<file path="src/rtl/assert_macros.svh">
// assertion macros shared by the hopping unit modules
`ifndef ASSERT_MACROS_SVH
`define ASSERT_MACROS_SVH

// checked at every clock edge outside reset
`define RSGH_ASSERT(lbl, prop, msg) \
    lbl: assert property (@(posedge i_clk) disable iff (!i_rst_n) prop) \
        else $error(msg);

// condition followed by a consequence in the next cycle
`define RSGH_ASSERT_NEXT(lbl, pre, post, msg) \
    `RSGH_ASSERT(lbl, (pre) |=> (post), msg)

`endif

</file>
<file path="src/rtl/ul_rsgh_pkg.sv">
// types, constants and register codes of the uplink rs group/sequence hopping unit
package ul_rsgh_pkg;

    localparam int SLOTS      = 20;
    localparam int GROUPS     = 30;
    localparam int GOLD_LEN   = 31;
    localparam int WARMUP     = 1600;
    localparam int WARM_STEPS = WARMUP - GOLD_LEN;

    localparam int SLOT_W = 5;
    localparam int ID_W   = 9;
    localparam int OUT_W  = 5;
    localparam int NS_W   = $clog2(SLOTS);
    // reduction unit: operand holds any identity, modulus holds SLOTS or GROUPS
    localparam int VAL_W  = 9;
    localparam int MOD_W  = 6;
    localparam int QUOT_W = 6;
    localparam int CNT_W  = 11;

    localparam logic [GOLD_LEN-1:0] X1_INIT = 31'h54D21B24;

    localparam int ADDR_W = 5;
    localparam int DATA_W = 32;

    typedef enum logic [2:0] {
        REG_CELL_ID   = 3'd0,
        REG_CTRL_ID   = 3'd1,
        REG_SHARED_ID = 3'd2,
        REG_ID_SRC    = 3'd3,
        REG_SHIFT_OFS = 3'd4,
        REG_GHOP_EN   = 3'd5,
        REG_SHOP_EN   = 3'd6,
        REG_LONG_SEQ  = 3'd7
    } t_reg_idx;

    typedef enum logic [1:0] {
        SRC_CELL   = 2'd0,
        SRC_CTRL   = 2'd1,
        SRC_SHARED = 2'd2
    } t_id_src;

    typedef struct packed {
        logic [ID_W-1:0] cell_id;
        logic [ID_W-1:0] ctrl_id;
        logic [ID_W-1:0] shared_id;
        logic [1:0]      id_src;
        logic [4:0]      shift_ofs;
        logic            ghop_en;
        logic            shop_en;
        logic            long_seq;
    } t_cfg;

endpackage

</file>
<file path="src/rtl/ul_rsgh_cfg.sv">
// apb configuration registers of the hopping unit
module ul_rsgh_cfg
    import ul_rsgh_pkg::*;
(
    input  logic              i_clk,
    input  logic              i_rst_n,
    input  logic              psel,
    input  logic              penable,
    input  logic              pwrite,
    input  logic [ADDR_W-1:0] paddr,
    input  logic [DATA_W-1:0] pwdata,
    output logic [DATA_W-1:0] prdata,
    output logic              pready,
    output t_cfg              o_cfg
);

    t_cfg     r_cfg;
    t_cfg     n_cfg;
    t_reg_idx idx;
    logic     wr_en;

    assign idx    = t_reg_idx'(paddr[4:2]);
    assign wr_en  = psel & penable & pwrite;
    assign pready = 1'b1;
    assign o_cfg  = r_cfg;

    always_comb begin
        n_cfg = r_cfg;
        if (wr_en) begin
            unique case (idx)
                REG_CELL_ID:   n_cfg.cell_id   = pwdata[ID_W-1:0];
                REG_CTRL_ID:   n_cfg.ctrl_id   = pwdata[ID_W-1:0];
                REG_SHARED_ID: n_cfg.shared_id = pwdata[ID_W-1:0];
                REG_ID_SRC:    n_cfg.id_src    = pwdata[1:0];
                REG_SHIFT_OFS: n_cfg.shift_ofs = pwdata[4:0];
                REG_GHOP_EN:   n_cfg.ghop_en   = pwdata[0];
                REG_SHOP_EN:   n_cfg.shop_en   = pwdata[0];
                REG_LONG_SEQ:  n_cfg.long_seq  = pwdata[0];
                default:       n_cfg = r_cfg;
            endcase
        end
    end

    always_comb begin
        unique case (idx)
            REG_CELL_ID:   prdata = DATA_W'(r_cfg.cell_id);
            REG_CTRL_ID:   prdata = DATA_W'(r_cfg.ctrl_id);
            REG_SHARED_ID: prdata = DATA_W'(r_cfg.shared_id);
            REG_ID_SRC:    prdata = DATA_W'(r_cfg.id_src);
            REG_SHIFT_OFS: prdata = DATA_W'(r_cfg.shift_ofs);
            REG_GHOP_EN:   prdata = DATA_W'(r_cfg.ghop_en);
            REG_SHOP_EN:   prdata = DATA_W'(r_cfg.shop_en);
            REG_LONG_SEQ:  prdata = DATA_W'(r_cfg.long_seq);
            default:       prdata = '0;
        endcase
    end

    always_ff @(posedge i_clk) begin
        if (!i_rst_n) begin
            r_cfg <= '0;
        end else begin
            r_cfg <= n_cfg;
        end
    end

endmodule

</file>
<file path="src/rtl/ul_rsgh_reduce.sv">
// shared compare-and-subtract unit: remainder and quotient by repeated subtraction
`include "assert_macros.svh"

module ul_rsgh_reduce
    import ul_rsgh_pkg::*;
(
    input  logic              i_clk,
    input  logic              i_rst_n,
    input  logic              i_load,
    input  logic [VAL_W-1:0]  i_val,
    input  logic [MOD_W-1:0]  i_modulus,
    input  logic              i_step,
    output logic [VAL_W-1:0]  o_val,
    output logic [QUOT_W-1:0] o_quot,
    output logic              o_done
);

    logic [VAL_W-1:0]  r_val;
    logic [MOD_W-1:0]  r_mod;
    logic [QUOT_W-1:0] r_quot;
    logic [VAL_W-1:0]  mod_ext;

    assign mod_ext = VAL_W'(r_mod);
    assign o_done  = (r_val < mod_ext);
    assign o_val   = r_val;
    assign o_quot  = r_quot;

    always_ff @(posedge i_clk) begin
        if (i_load) begin
            r_val  <= i_val;
            r_mod  <= i_modulus;
            r_quot <= '0;
        end else if (i_step && !o_done) begin
            r_val  <= r_val - mod_ext;
            r_quot <= r_quot + QUOT_W'(1);
        end
    end

    `RSGH_ASSERT(a_quot_no_wrap, (i_step && !o_done) |-> (r_quot != '1), "quotient wraps")

endmodule

</file>
<file path="src/rtl/ul_rsgh_gold.sv">
// bit-serial length-31 gold sequence generator, one lfsr step per cycle while warming or running
module ul_rsgh_gold
    import ul_rsgh_pkg::*;
(
    input  logic                i_clk,
    input  logic                i_load,
    input  logic [GOLD_LEN-1:0] i_seed,
    input  logic                i_warm,
    input  logic                i_run,
    output logic                o_bit
);

    logic [GOLD_LEN-1:0] r_x1;
    logic [GOLD_LEN-1:0] r_x2;
    logic                b1;
    logic                b2;

    assign b1    = r_x1[3] ^ r_x1[0];
    assign b2    = r_x2[3] ^ r_x2[2] ^ r_x2[1] ^ r_x2[0];
    assign o_bit = b1 ^ b2;

    always_ff @(posedge i_clk) begin
        if (i_load) begin
            r_x1 <= X1_INIT;
            r_x2 <= i_seed;
        end else if (i_run) begin
            r_x1 <= {b1, r_x1[GOLD_LEN-1:1]};
            r_x2 <= {b2, r_x2[GOLD_LEN-1:1]};
        end else if (i_warm) begin
            // x1 starts already advanced, only x2 needs the warm-up
            r_x2 <= {b2, r_x2[GOLD_LEN-1:1]};
        end
    end

endmodule

</file>
<file path="src/rtl/ul_rs_group_sequence_hopping_unit.sv">
// Uplink reference-signal group and sequence hopping unit. For each slot number item it
// returns the sequence group u, base sequence v, hopping pattern f_gh and shift pattern
// f_ss for the identity picked by the identity_source register. One item at a time: an
// item runs from acceptance until o_ready returns. With group or sequence hopping it passes
// through the 1569 warm-up steps and the 8*ns+8 (or ns+1) output steps of the bit-serial
// Gold generator, which advances one step per cycle in those phases; the rest of an item
// goes to the shared subtract unit that reduces the slot, the identity and the sums, one
// subtraction per cycle. o_ready is high only between items; a finished result sits in an
// output register, so the next item can be taken while it waits, and a result that is
// still waiting when the next one is ready holds the block for as long as it waits.
// Registers are to be written through the APB port at byte address 4*index only while the
// block is idle; the block itself does not enforce this.
`include "assert_macros.svh"

module ul_rs_group_sequence_hopping_unit
    import ul_rsgh_pkg::*;
(
    input  logic              i_clk,
    input  logic              i_rst_n,
    input  logic              psel,
    input  logic              penable,
    input  logic              pwrite,
    input  logic [ADDR_W-1:0] paddr,
    input  logic [DATA_W-1:0] pwdata,
    output logic [DATA_W-1:0] prdata,
    output logic              pready,
    input  logic              i_valid,
    output logic              o_ready,
    input  logic [SLOT_W-1:0] i_slot_number,
    output logic              o_valid,
    input  logic              i_ready,
    output logic [OUT_W-1:0]  o_group_number,
    output logic              o_base_sequence,
    output logic [OUT_W-1:0]  o_hop_pattern,
    output logic [OUT_W-1:0]  o_shift_pattern
);

    typedef enum logic [7:0] {
        S_IDLE = 8'b0000_0001,
        S_SLOT = 8'b0000_0010,
        S_ID   = 8'b0000_0100,
        S_OFS  = 8'b0000_1000,
        S_WARM = 8'b0001_0000,
        S_RUN  = 8'b0010_0000,
        S_FGH  = 8'b0100_0000,
        S_SUM  = 8'b1000_0000
    } t_state;

    t_cfg   cfg;
    t_state r_state;
    t_state n_state;

    logic [CNT_W-1:0]  r_cnt, n_cnt;
    logic [CNT_W-1:0]  r_start, n_start;
    logic [CNT_W-1:0]  r_last, n_last;
    logic [7:0]        r_byte, n_byte;
    logic [OUT_W-1:0]  r_fss, n_fss;
    logic [OUT_W-1:0]  r_fgh, n_fgh;
    logic [QUOT_W-1:0] r_quot, n_quot;
    logic              r_v, n_v;

    logic              r_ovalid;
    logic [OUT_W-1:0]  r_out_u;
    logic              r_out_v;
    logic [OUT_W-1:0]  r_out_fgh;
    logic [OUT_W-1:0]  r_out_fss;

    logic [ID_W-1:0]     id;
    logic                seq_case;
    logic                accept;
    logic                out_free;
    logic                red_load;
    logic [VAL_W-1:0]    red_load_val;
    logic [MOD_W-1:0]    red_load_mod;
    logic                red_step;
    logic [VAL_W-1:0]    red_val;
    logic [QUOT_W-1:0]   red_quot;
    logic                red_done;
    logic                gold_load;
    logic [GOLD_LEN-1:0] gold_seed;
    logic                gold_bit;
    logic [7:0]          byte_shift;
    logic [NS_W-1:0]     ns;
    logic                emit;

    ul_rsgh_cfg u_cfg (
        .i_clk   (i_clk),
        .i_rst_n (i_rst_n),
        .psel    (psel),
        .penable (penable),
        .pwrite  (pwrite),
        .paddr   (paddr),
        .pwdata  (pwdata),
        .prdata  (prdata),
        .pready  (pready),
        .o_cfg   (cfg)
    );

    ul_rsgh_reduce u_reduce (
        .i_clk     (i_clk),
        .i_rst_n   (i_rst_n),
        .i_load    (red_load),
        .i_val     (red_load_val),
        .i_modulus (red_load_mod),
        .i_step    (red_step),
        .o_val     (red_val),
        .o_quot    (red_quot),
        .o_done    (red_done)
    );

    ul_rsgh_gold u_gold (
        .i_clk  (i_clk),
        .i_load (gold_load),
        .i_seed (gold_seed),
        .i_warm (r_state == S_WARM),
        .i_run  (r_state == S_RUN),
        .o_bit  (gold_bit)
    );

    always_comb begin
        unique case (t_id_src'(cfg.id_src))
            SRC_CTRL:   id = cfg.ctrl_id;
            SRC_SHARED: id = cfg.shared_id;
            default:    id = cfg.cell_id;
        endcase
    end

    assign seq_case   = cfg.long_seq & cfg.shop_en & ~cfg.ghop_en;
    assign o_ready    = (r_state == S_IDLE);
    assign accept     = i_valid & o_ready;
    assign out_free   = ~r_ovalid | i_ready;
    assign byte_shift = {gold_bit, r_byte[7:1]};
    assign ns         = red_val[NS_W-1:0];
    assign red_step   = (r_state == S_SLOT) | (r_state == S_ID) | (r_state == S_OFS)
                      | (r_state == S_FGH) | (r_state == S_SUM);

    always_comb begin
        n_state      = r_state;
        n_cnt        = r_cnt;
        n_start      = r_start;
        n_last       = r_last;
        n_byte       = r_byte;
        n_fss        = r_fss;
        n_fgh        = r_fgh;
        n_quot       = r_quot;
        n_v          = r_v;
        red_load     = 1'b0;
        red_load_val = '0;
        red_load_mod = MOD_W'(GROUPS);
        gold_load    = 1'b0;
        gold_seed    = '0;
        emit         = 1'b0;
        unique case (r_state)
            S_IDLE: begin
                if (accept) begin
                    red_load     = 1'b1;
                    red_load_val = VAL_W'(i_slot_number);
                    red_load_mod = MOD_W'(SLOTS);
                    n_state      = S_SLOT;
                end
            end
            S_SLOT: begin
                if (red_done) begin
                    if (cfg.ghop_en) begin
                        n_start = CNT_W'(ns) << 3;
                        n_last  = (CNT_W'(ns) << 3) + CNT_W'(7);
                    end else begin
                        n_start = CNT_W'(ns);
                        n_last  = CNT_W'(ns);
                    end
                    red_load     = 1'b1;
                    red_load_val = VAL_W'(id);
                    n_state      = S_ID;
                end
            end
            S_ID: begin
                if (red_done) begin
                    n_fss  = red_val[OUT_W-1:0];
                    n_quot = red_quot;
                    n_cnt  = '0;
                    n_byte = '0;
                    red_load = 1'b1;
                    if (seq_case) begin
                        n_fgh        = '0;
                        red_load_val = VAL_W'(red_val[OUT_W-1:0]) + VAL_W'(cfg.shift_ofs);
                        n_state      = S_OFS;
                    end else if (cfg.ghop_en) begin
                        n_v       = 1'b0;
                        gold_load = 1'b1;
                        gold_seed = GOLD_LEN'(red_quot);
                        n_state   = S_WARM;
                    end else begin
                        // no hopping at all: u is just f_ss
                        n_fgh        = '0;
                        n_v          = 1'b0;
                        red_load_val = VAL_W'(red_val[OUT_W-1:0]);
                        n_state      = S_SUM;
                    end
                end
            end
            S_OFS: begin
                if (red_done) begin
                    gold_load = 1'b1;
                    gold_seed = GOLD_LEN'({r_quot, red_val[OUT_W-1:0]});
                    n_state   = S_WARM;
                end
            end
            S_WARM: begin
                if (r_cnt == CNT_W'(WARM_STEPS - 1)) begin
                    n_cnt   = '0;
                    n_state = S_RUN;
                end else begin
                    n_cnt = r_cnt + CNT_W'(1);
                end
            end
            S_RUN: begin
                if (r_cnt >= r_start) begin
                    n_byte = byte_shift;
                end
                n_cnt = r_cnt + CNT_W'(1);
                if (r_cnt == r_last) begin
                    red_load = 1'b1;
                    if (cfg.ghop_en) begin
                        red_load_val = VAL_W'(byte_shift);
                        n_state      = S_FGH;
                    end else begin
                        n_v          = gold_bit;
                        red_load_val = VAL_W'(r_fss);
                        n_state      = S_SUM;
                    end
                end
            end
            S_FGH: begin
                if (red_done) begin
                    n_fgh        = red_val[OUT_W-1:0];
                    red_load     = 1'b1;
                    red_load_val = VAL_W'(red_val[OUT_W-1:0]) + VAL_W'(r_fss);
                    n_state      = S_SUM;
                end
            end
            S_SUM: begin
                if (red_done && out_free) begin
                    emit    = 1'b1;
                    n_state = S_IDLE;
                end
            end
            default: n_state = S_IDLE;
        endcase
    end

    always_ff @(posedge i_clk) begin
        if (!i_rst_n) begin
            r_state  <= S_IDLE;
            r_ovalid <= 1'b0;
        end else begin
            r_state <= n_state;
            if (emit) begin
                r_ovalid <= 1'b1;
            end else if (i_ready) begin
                r_ovalid <= 1'b0;
            end
        end
    end

    always_ff @(posedge i_clk) begin
        r_cnt   <= n_cnt;
        r_start <= n_start;
        r_last  <= n_last;
        r_byte  <= n_byte;
        r_fss   <= n_fss;
        r_fgh   <= n_fgh;
        r_quot  <= n_quot;
        r_v     <= n_v;
        if (emit) begin
            r_out_u   <= red_val[OUT_W-1:0];
            r_out_v   <= r_v;
            r_out_fgh <= r_fgh;
            r_out_fss <= r_fss;
        end
    end

    assign o_valid         = r_ovalid;
    assign o_group_number  = r_out_u;
    assign o_base_sequence = r_out_v;
    assign o_hop_pattern   = r_out_fgh;
    assign o_shift_pattern = r_out_fss;

    `RSGH_ASSERT(a_warm_bound, (r_state == S_WARM) |-> (r_cnt < CNT_W'(WARM_STEPS)), "warm-up overrun")
    `RSGH_ASSERT(a_run_bound, (r_state == S_RUN) |-> (r_cnt <= r_last), "gold run overrun")
    `RSGH_ASSERT_NEXT(a_run_exit, (r_state == S_RUN) && (r_cnt == r_last), (r_state == S_FGH) || (r_state == S_SUM), "run did not finish")

endmodule
</file>
<file path="config.mk">
export PLATFORM = sky130hd
export DESIGN_NAME = ul_rs_group_sequence_hopping_unit
export DESIGN_NICKNAME = d
export VERILOG_FILES = /design/src/rtl/ul_rsgh_pkg.sv /design/src/rtl/ul_rsgh_cfg.sv /design/src/rtl/ul_rsgh_reduce.sv /design/src/rtl/ul_rsgh_gold.sv /design/src/rtl/ul_rs_group_sequence_hopping_unit.sv
export VERILOG_INCLUDE_DIRS = /design/src /design/src/rtl
export SDC_FILE = /design/constraint.sdc
export NUM_CORES = 1
export LEC_CHECK = 0
export ABC_AREA = 1
export BUFFER_PORTS_ARGS = -buffer_cell sky130_fd_sc_hd__buf_2
export CELL_PAD_IN_SITES_DETAIL_PLACEMENT = 0
export CELL_PAD_IN_SITES_GLOBAL_PLACEMENT = 1
export CORE_ASPECT_RATIO = 0.75
export CORE_UTILIZATION = 48
export DETAILED_ROUTE_END_ITERATION = 6
export PLACE_DENSITY = 0.94
export SYNTH_ARGS = -nofsm -noshare
export SYNTH_HDL_FRONTEND = slang
export SYNTH_HIERARCHICAL = 1
export SYNTH_SLANG_ARGS = --single-unit
</file>
<file path="constraint.sdc">
create_clock -name i_clk -period 6.6 [get_ports i_clk]
set_input_delay 0 -clock i_clk [delete_from_list [all_inputs] [get_ports i_clk]]
set_output_delay 0 -clock i_clk [all_outputs]
set_load 0.02 [all_outputs]
</file>
After elaboration in Yosys (flattened, before gate mapping). Cells that the tools add are included.

Add/sub/neg operators: 6. Order comparisons: 2. Equality and inequality tests: 32. Mux-type cells: 64. Bitwise gates (word level): 17. Reduce and logical (&&, ||, !) cells: 27.

Operators with widths (number): case mux 32 bit (8 select lines) (1); 2-to-1 mux 8 bit (15); 2-to-1 mux 31 bit (3); case mux 8 bit (8 select lines) (1); case mux 9 bit (5 select lines) (1); 2-to-1 mux 5 bit (8); 2-to-1 mux 6 bit (6); 2-to-1 mux 11 bit (3); case mux 11 bit (3 select lines) (1); 2-to-1 mux 9 bit (3); AND reduction 2 bit (12); case mux 11 bit (2 select lines) (1); inequality test 2 bit (second input constant) (9); case mux 9 bit (2 select lines) (1); case mux 8 bit (2 select lines) (1); 2-to-1 mux 1 bit (14); adder 5 x 5 -> 6 bit (2); == test 3 bit (second input constant) (4); adder 11 x 1 -> 11 bit (second input constant) (1); == test 11 bit (second input constant) (1); == test 11 x 9 -> 1 bit (1); greater-or-equal comparator 11 bit (1); case mux 5 bit (2 select lines) (1); adder 8 x 3 -> 9 bit (second input constant) (1); 35 further kinds (56).

Register bits: 201. Output and inout port bits: 51. Logic and storage cells: 179.

Longest topological paths before layout. Gate-level depths: netlist of run 1.

Depth in word-level cells: 8. Gate-level depth with buffers: 18. Gate-level depth less buffers: 17.

Hierarchy. The synthesis of run 1 kept the hierarchy.

Modules (own cells, without submodules): ul_rs_group_sequence_hopping_unit (instances 1, cells each 505, area each 4359.2 um^2, sequential area each 2042.0 um^2); ul_rsgh_gold (instances 1, cells each 286, area each 2488.6 um^2, sequential area each 1551.5 um^2); ul_rsgh_cfg (instances 1, cells each 269, area each 1941.9 um^2, sequential area each 740.7 um^2); ul_rsgh_reduce (instances 1, cells each 163, area each 1252.5 um^2, sequential area each 570.5 um^2).

Least setup slack after synthesis of run 1. OpenSTA, ideal clock, no wires.

Path kind: register -> register. From: register u_reduce.r_val[4], in the netlist u_reduce/o_val[4]. To: register u_gold.r_x2[0] (enable). Setup time: 0.388 ns. Arrival time: 2.991 ns. Slack: 3.221 ns. Cell stages (with the launch flop): 15. Buffers on the path: 4. Clock period less this slack: 3.379 ns. Path through: edfxtp_1 -> ha_1 -> a21oi_1 -> nand2_1 -> nand2_1 -> nand3_2 -> buf_6 -> inv_1 -> nand4_1 -> nand2_1 -> buf_6 -> inv_2 -> buf_6 -> buf_6 -> nand2_1.

Cells in the longest elaborated chain, start to end: 4. Elaborated cells between the ends (all ways): 5. Classes of those cells: order compare: 1; mux: 3; reduce/logical: 1.

Ends and longest elaborated chain: start: declaration (RTL line ul_rsgh_reduce.sv:18) `logic [VAL_W-1:0] r_val;`; start signal: assignment (RTL line ul_rsgh_reduce.sv:30) `r_val <= i_val;`; start signal: assignment (RTL line ul_rsgh_reduce.sv:34) `r_val <= r_val - mod_ext;`; < comparator 9 x 6 -> 1 bit * (RTL line ul_rsgh_reduce.sv:24) `assign o_done = (r_val < mod_ext);`; named net red_done (RTL line ul_rs_group_sequence_hopping_unit.sv:78) `logic red_done;`; 2-to-1 mux 1 bit, on equally long branches (RTL line ul_rs_group_sequence_hopping_unit.sv:202, ul_rs_group_sequence_hopping_unit.sv:177); case mux 1 bit (2 select lines) * (RTL line ul_rs_group_sequence_hopping_unit.sv:153) `unique case (r_state)`; named net gold_load (RTL line ul_rs_group_sequence_hopping_unit.sv:79) `logic gold_load;`; nonzero test 3 bit (no source line) *; end signal: assignment (RTL line ul_rsgh_gold.sv:25) `r_x2 <= i_seed;`; end signal: assignment (RTL line ul_rsgh_gold.sv:28) `r_x2 <= {b2, r_x2[GOLD_LEN-1:1]};`; end signal: assignment (RTL line ul_rsgh_gold.sv:31) `r_x2 <= {b2, r_x2[GOLD_LEN-1:1]};`; end: declaration (RTL line ul_rsgh_gold.sv:14) `logic [GOLD_LEN-1:0] r_x2;`.

The timed path passes the listed nets; every way through them passes the cells marked *. A chain may end at the register's enable or synchronous reset.

Final worst setup path of run 1.
From: register u_reduce.r_val[4], in the netlist u_reduce/o_val[4]. To: register u_gold.r_x2[14] (enable).

Same word-level chain as after synthesis.

==> run metrics, run 1 <==
Layout Cells excl Fill=1582; drt pass-1 iters=6; Die Width=169 µm; Least-Margin Pin Slew=0.901 ns; Largest delay share family, worst path=buffers and inverters; Psw=0.00143 W; GRT Resource Usage Total=0.220; IO Port Bufs=50; f_max=231 MHz; Tmin final=4.33 ns; Power, Total=0.00387 W; fin nets=1368; total grt overflow=0; Clock Latency Late Sink=0.44 ns; CTS Hold Buffers Added=12; critical path, cell by cell=ha_1 -> nand2_2 -> inv_1 -> nand2_1 -> nand2_1 -> nand2_1 -> nand3_2 -> inv_1 -> nand4_1 -> nand2_1 -> buf_4 -> inv_2 -> nand2_1 -> buf_4; peak supply drop=0.000233 V; WP buf/inv=5; die height=127 µm; Most used DFF post-synth=edfxtp_1; Area growth, synth to finish=10.8%; Worst EP arrival=4.43 ns; Clock Power Share=0.267; HP Class=in2reg; initial drt markers=738; postcts setup bufs=0; post-synthesis instance area=0.0100 mm²; fraction of layout cells with a size suffix above 1=0.111; RePlAce Congestion=0.863; Post-Syn Instances=1223; HPWL Detailed=15700 µm; Slew Limit Fails=0; status=finished clean; Crit path top cell by count=nand2_1; floorplan core area=0.0204 mm²; FFs w/ async S/R, synth=0; power density over cell area=348 mW/mm²; wire length per cell=14.2 µm; Fin Clk Skew=0.0132 ns; Critical Path Fanout Max=59; Setup CP Type=reg2reg; synthesized flop and latch total=191; commonest non-fill, non-tap cell in the layout=nand2_1; Slowest-stage cell, CP=edfxtp_1; leak pwr=4.98 nW; worst hold slack=0.0262 ns; post_cts resized=0; Net Sw Frac=0.369; Synth cell types=53; first-pass GRT wire length=37200 µm; fillers=1904; Internal=0.00244 W; clk slew on worst S/H paths=0.07 ns; clock buffer count from CTS=17; Avg Inst Size Synth=8.21 µm²; final setup fails=0; synthesis warning total=6; Max Cap Viol=0; final core occ=0.546; Final ANT Viol Nets=0; fin crit share=0.656; setup tns final=0 ns; I/O Pins=100; # clock sinks=191; register share of total power=0.431; register area share after synthesis=0.488; crit end category=register; combinational power share=0.302; vias in the first global route=7391; DRC violations left=0; Critical Path RT=6.69 ns; initial antenna violation count=0; post-DR vias/cell=5.07; Routed Wire Length=22500 µm; Row Count=45; CTS tree=yes; Post-Place Cells=1538; clock buffer depth=2; via count=8023; most frequent cells in the layout=310 x nand2_1, 175 x nor2_1, 108 x edfxtp_1; slowest cell delay on critical path=0.57 ns; Initial Util=0.493; H-tree depth=4; final count of hold timing violations=0; Slew HR=0.399; RSZ-0062 raised after global routing=false; Critical Path Source Type=register; Root Buffer Master=clkbuf_16; die area=0.0215 mm²; largest net degree at the start of global routing=60; Post-synth EDFFs=108; # diodes=0
final timing paths:
kind | from | endpoint | slack [ns] | cells past startpoint
worst max-delay path | u_reduce/o_val[4] | u_gold/r_x2[14] | 2.27 | 14
worst min-delay path | paddr[4] | u_cfg/o_cfg[0] | 0.03 | 4
worst max register to register | u_reduce/o_val[4] | u_gold/r_x2[14] | 2.27 | 14
worst min register to register | r_fgh[3] | o_hop_pattern[3] | 0.42 | 0
flip-flops by register name, summed over array words and instances, names as in the netlist, 5 cells and up:
register         flops
o_group_number       5
o_hop_pattern        5
o_shift_pattern      5
r_byte               7
r_cnt               11
r_fgh                5
r_fss                5
r_last               6
r_quot               6
r_start              5
r_state              8
u_cfg/o_cfg         37
u_gold/r_x1         31
u_gold/r_x2         31
u_reduce/o_quot      6
u_reduce/o_val       9
u_reduce/r_mod       6
power groups by stage:
stage          registers, W  clock network (W)  logic (W)
3_5_place_dp        0.00169                  0    0.00114
3_3_place_gp        0.00168                  0    0.00112
6_report            0.00167            0.00104    0.00117
2_1_floorplan       0.00164                  0   0.000918
5_1_grt             0.00169            0.00110    0.00133
4_1_cts             0.00166            0.00105    0.00116
metrics by stage:
step	cell area (µm²)	setup slack [ns]
after floorplan	10200	3.22
after global placement	10400	2.33
after detailed placement	10400	2.30
after CTS	11100	2.28
after global routing	11100	1.81
final	11100	2.27
Yosys cell counts (all sizes together), types with 2 or more instances:
master	n	area share
inv	120	0.046
nand3	71	0.043
ha	29	0.036
o211ai	5	0.0037
clkbuf	12	0.0045
fa	3	0.0060
conb	4	0.0015
o2111ai	2	0.0017
clkinv	3	0.0012
edfxtp	108	0.32
nand4	16	0.011
a21oi	33	0.016
nor2	193	0.083
dfxtp	83	0.17
mux2i	3	0.0030
nor3	47	0.026
or2	3	0.0019
o21ai	94	0.047
nand2	318	0.12
xor2	2	0.0017
buf	53	0.038
xnor2	6	0.0052
a22o	4	0.0035
area by class of cell:
class,instances,area [µm²],area share
clock buffer,20,479,0.0431
tap,282,353,0.0317
clock inverter,12,111,0.0100
inverter,123,475,0.0427
sequential,191,4900,0.441
timing repair buffer,66,400,0.0360
multi-input combinational,888,4400,0.396
routing by layer:
metal / vias up / track usage / share of wire
met1: 3743 / 0.320 / 0.50
met4: 0 / 0.0562 / 0.0086
met3: 13 / 0.0458 / 0.053
met2: 192 / 0.333 / 0.44
li1: 4075 / - / -
met5: - / 0 / 0
tightest hold or removal path: cells and delay by family:
family / cells / cell delay, ns
and+or+nand+nor: 3 / 0.26
buffers and inverters: 1 / 0.17
cells by family (layout without fill, tap and decap cells):
kind of cell	after synthesis	after routing	share of synthesized area
AND/OR/NAND/NOR	651	651	0.289
flip-flops	191	191	0.488
buffers and inverters	188	221	0.0896
AO/OA/AOI/OAI	146	146	0.0792
adder cells (fa/ha/maj)	32	32	0.0421
XOR/XNOR	8	8	0.00698
other	4	48	0.00149
multiplexers	3	3	0.00299
Power figures use the tool's default switching activity.
==> inputs of run 2 (changes only) <==
Settings changed: CORE_UTILIZATION 48 to 40, PLACE_DENSITY 0.94 to 0.85.
Clock period 6.6 ns to 3.62 ns, I/O delays scaled along.
==> run metrics, run 2 (synthesized netlist as in run 1, its figures left out) <==
Slew Limit Fails=0; status=finished clean; GRT Resource Usage Total=0.187; vias in the first global route=7326; fin nets=1381; crit end category=register; WP buf/inv=4; Max Cap Viol=0; commonest non-fill, non-tap cell in the layout=nand2_1; CTS Hold Buffers Added=13; f_max=333 MHz; DRC violations left=0; Fin Clk Skew=0.0109 ns; Initial Util=0.414; largest net degree at the start of global routing=46; Routed Wire Length=23200 µm; Slowest-stage cell, CP=edfxtp_1; Tmin final=3.01 ns; # clock sinks=191; floorplan core area=0.0243 mm²; slowest cell delay on critical path=0.55 ns; final count of hold timing violations=0; critical path, cell by cell=ha_1 -> nand2_1 -> nor2_1 -> nand3_1 -> nand3_2 -> inv_1 -> nand4_1 -> nand2_1 -> inv_2 -> buf_4 -> buf_4 -> o21ai_0 -> nor2_1; most frequent cells in the layout=310 x nand2_1, 174 x nor2_1, 108 x edfxtp_1; Slew HR=0.507; clock buffer count from CTS=17; Area growth, synth to finish=12.6%; clock buffer depth=2; final core occ=0.466; Post-Place Cells=1599; setup tns final=0 ns; I/O Pins=100; Row Count=49; drt pass-1 iters=5; Die Width=185 µm; Critical Path Fanout Max=30; Largest delay share family, worst path=simple AND/OR/NAND/NOR gates; Least-Margin Pin Slew=0.740 ns; CTS tree=yes; postcts setup bufs=0; Setup CP Type=reg2reg; HPWL Detailed=16500 µm; initial antenna violation count=0; total grt overflow=0; IO Port Bufs=50; leak pwr=5.04 nW; die area=0.0258 mm²; wire length per cell=14.1 µm; Layout Cells excl Fill=1644; Critical Path RT=3.99 ns; fillers=2398; final setup fails=0; Worst EP arrival=3.37 ns; fraction of layout cells with a size suffix above 1=0.120; # diodes=0; die height=139 µm; post-DR vias/cell=4.87; fin crit share=0.831; RSZ-0062 raised after global routing=false; number of flip-flops in the largest register=37; power density over cell area=633 mW/mm²; Critical Path Source Type=register; post_cts resized=0; first-pass GRT wire length=37900 µm; via count=8001; H-tree depth=4; Root Buffer Master=clkbuf_16; clk slew on worst S/H paths=0.08 ns; Clock Latency Late Sink=0.44 ns; peak supply drop=0.000351 V; RePlAce Congestion=0.878; HP Class=in2reg; initial drt markers=571; Final ANT Viol Nets=0
[run 2: worst paths after layout]
path	startpoint	end	slack, ns	cells after the start
max	u_reduce/o_val[2]	u_gold/r_x1[3]	0.61	13
min	paddr[2]	u_cfg/o_cfg[0]	0.03	4
max reg2reg	u_reduce/o_val[2]	u_gold/r_x1[3]	0.61	13
min reg2reg	r_v	o_base_sequence	0.42	0
[run 2: routing by layer]
layer	vias to the layer above	global-route usage	wire length (µm)
li1	4096	-	-
met1	3728	0.284	11900
met2	163	0.277	10100
met3	14	0.0272	1050
met4	0	0.0500	204
met5	-	0	0
[run 2: per-stage QoR]
| stage | cell area (µm²) | power (W) | hold slack [ns] | setup slack, ns |
|---|---|---|---|---|
| 5_1_grt | 11300 | 0.00763 | 0.0574 | 0.352 |
| 3_3_place_gp | 10600 | 0.00518 | 0.278 | 0.754 |
| 2_1_floorplan | 10200 | 0.00467 | 0.0846 | 0.241 |
| 6_report | 11300 | 0.00715 | 0.0274 | 0.613 |
| 3_5_place_dp | 10600 | 0.00525 | 0.280 | 0.697 |
| 4_1_cts | 11300 | 0.00720 | 0.00447 | 0.643 |
[run 2: cell type report]
cell class / count / area [µm²] / share of cell area
multi-input combinational: 888 / 4410 / 0.390
clock buffer: 17 / 425 / 0.0376
clock inverter: 15 / 166 / 0.0147
timing repair buffer: 79 / 513 / 0.0454
inverter: 123 / 475 / 0.0421
sequential: 191 / 4900 / 0.434
tap: 331 / 414 / 0.0366
[run 2: power by group]
part / total [W] / leakage (nW) / internal (W) / switching [W]
sequential: 0.00301 / 1.64 / 0.00276 / 0.000245
clock: 0.00192 / 0.295 / 0.000992 / 0.000929
combinational: 0.00222 / 3.10 / 0.000732 / 0.00149
[run 2: worst min-delay path, cell delays in order]
cell and delay (ns):
buf_2 0.17, nand3_1 0.12, nor3_1 0.05, nor2_1 0.08
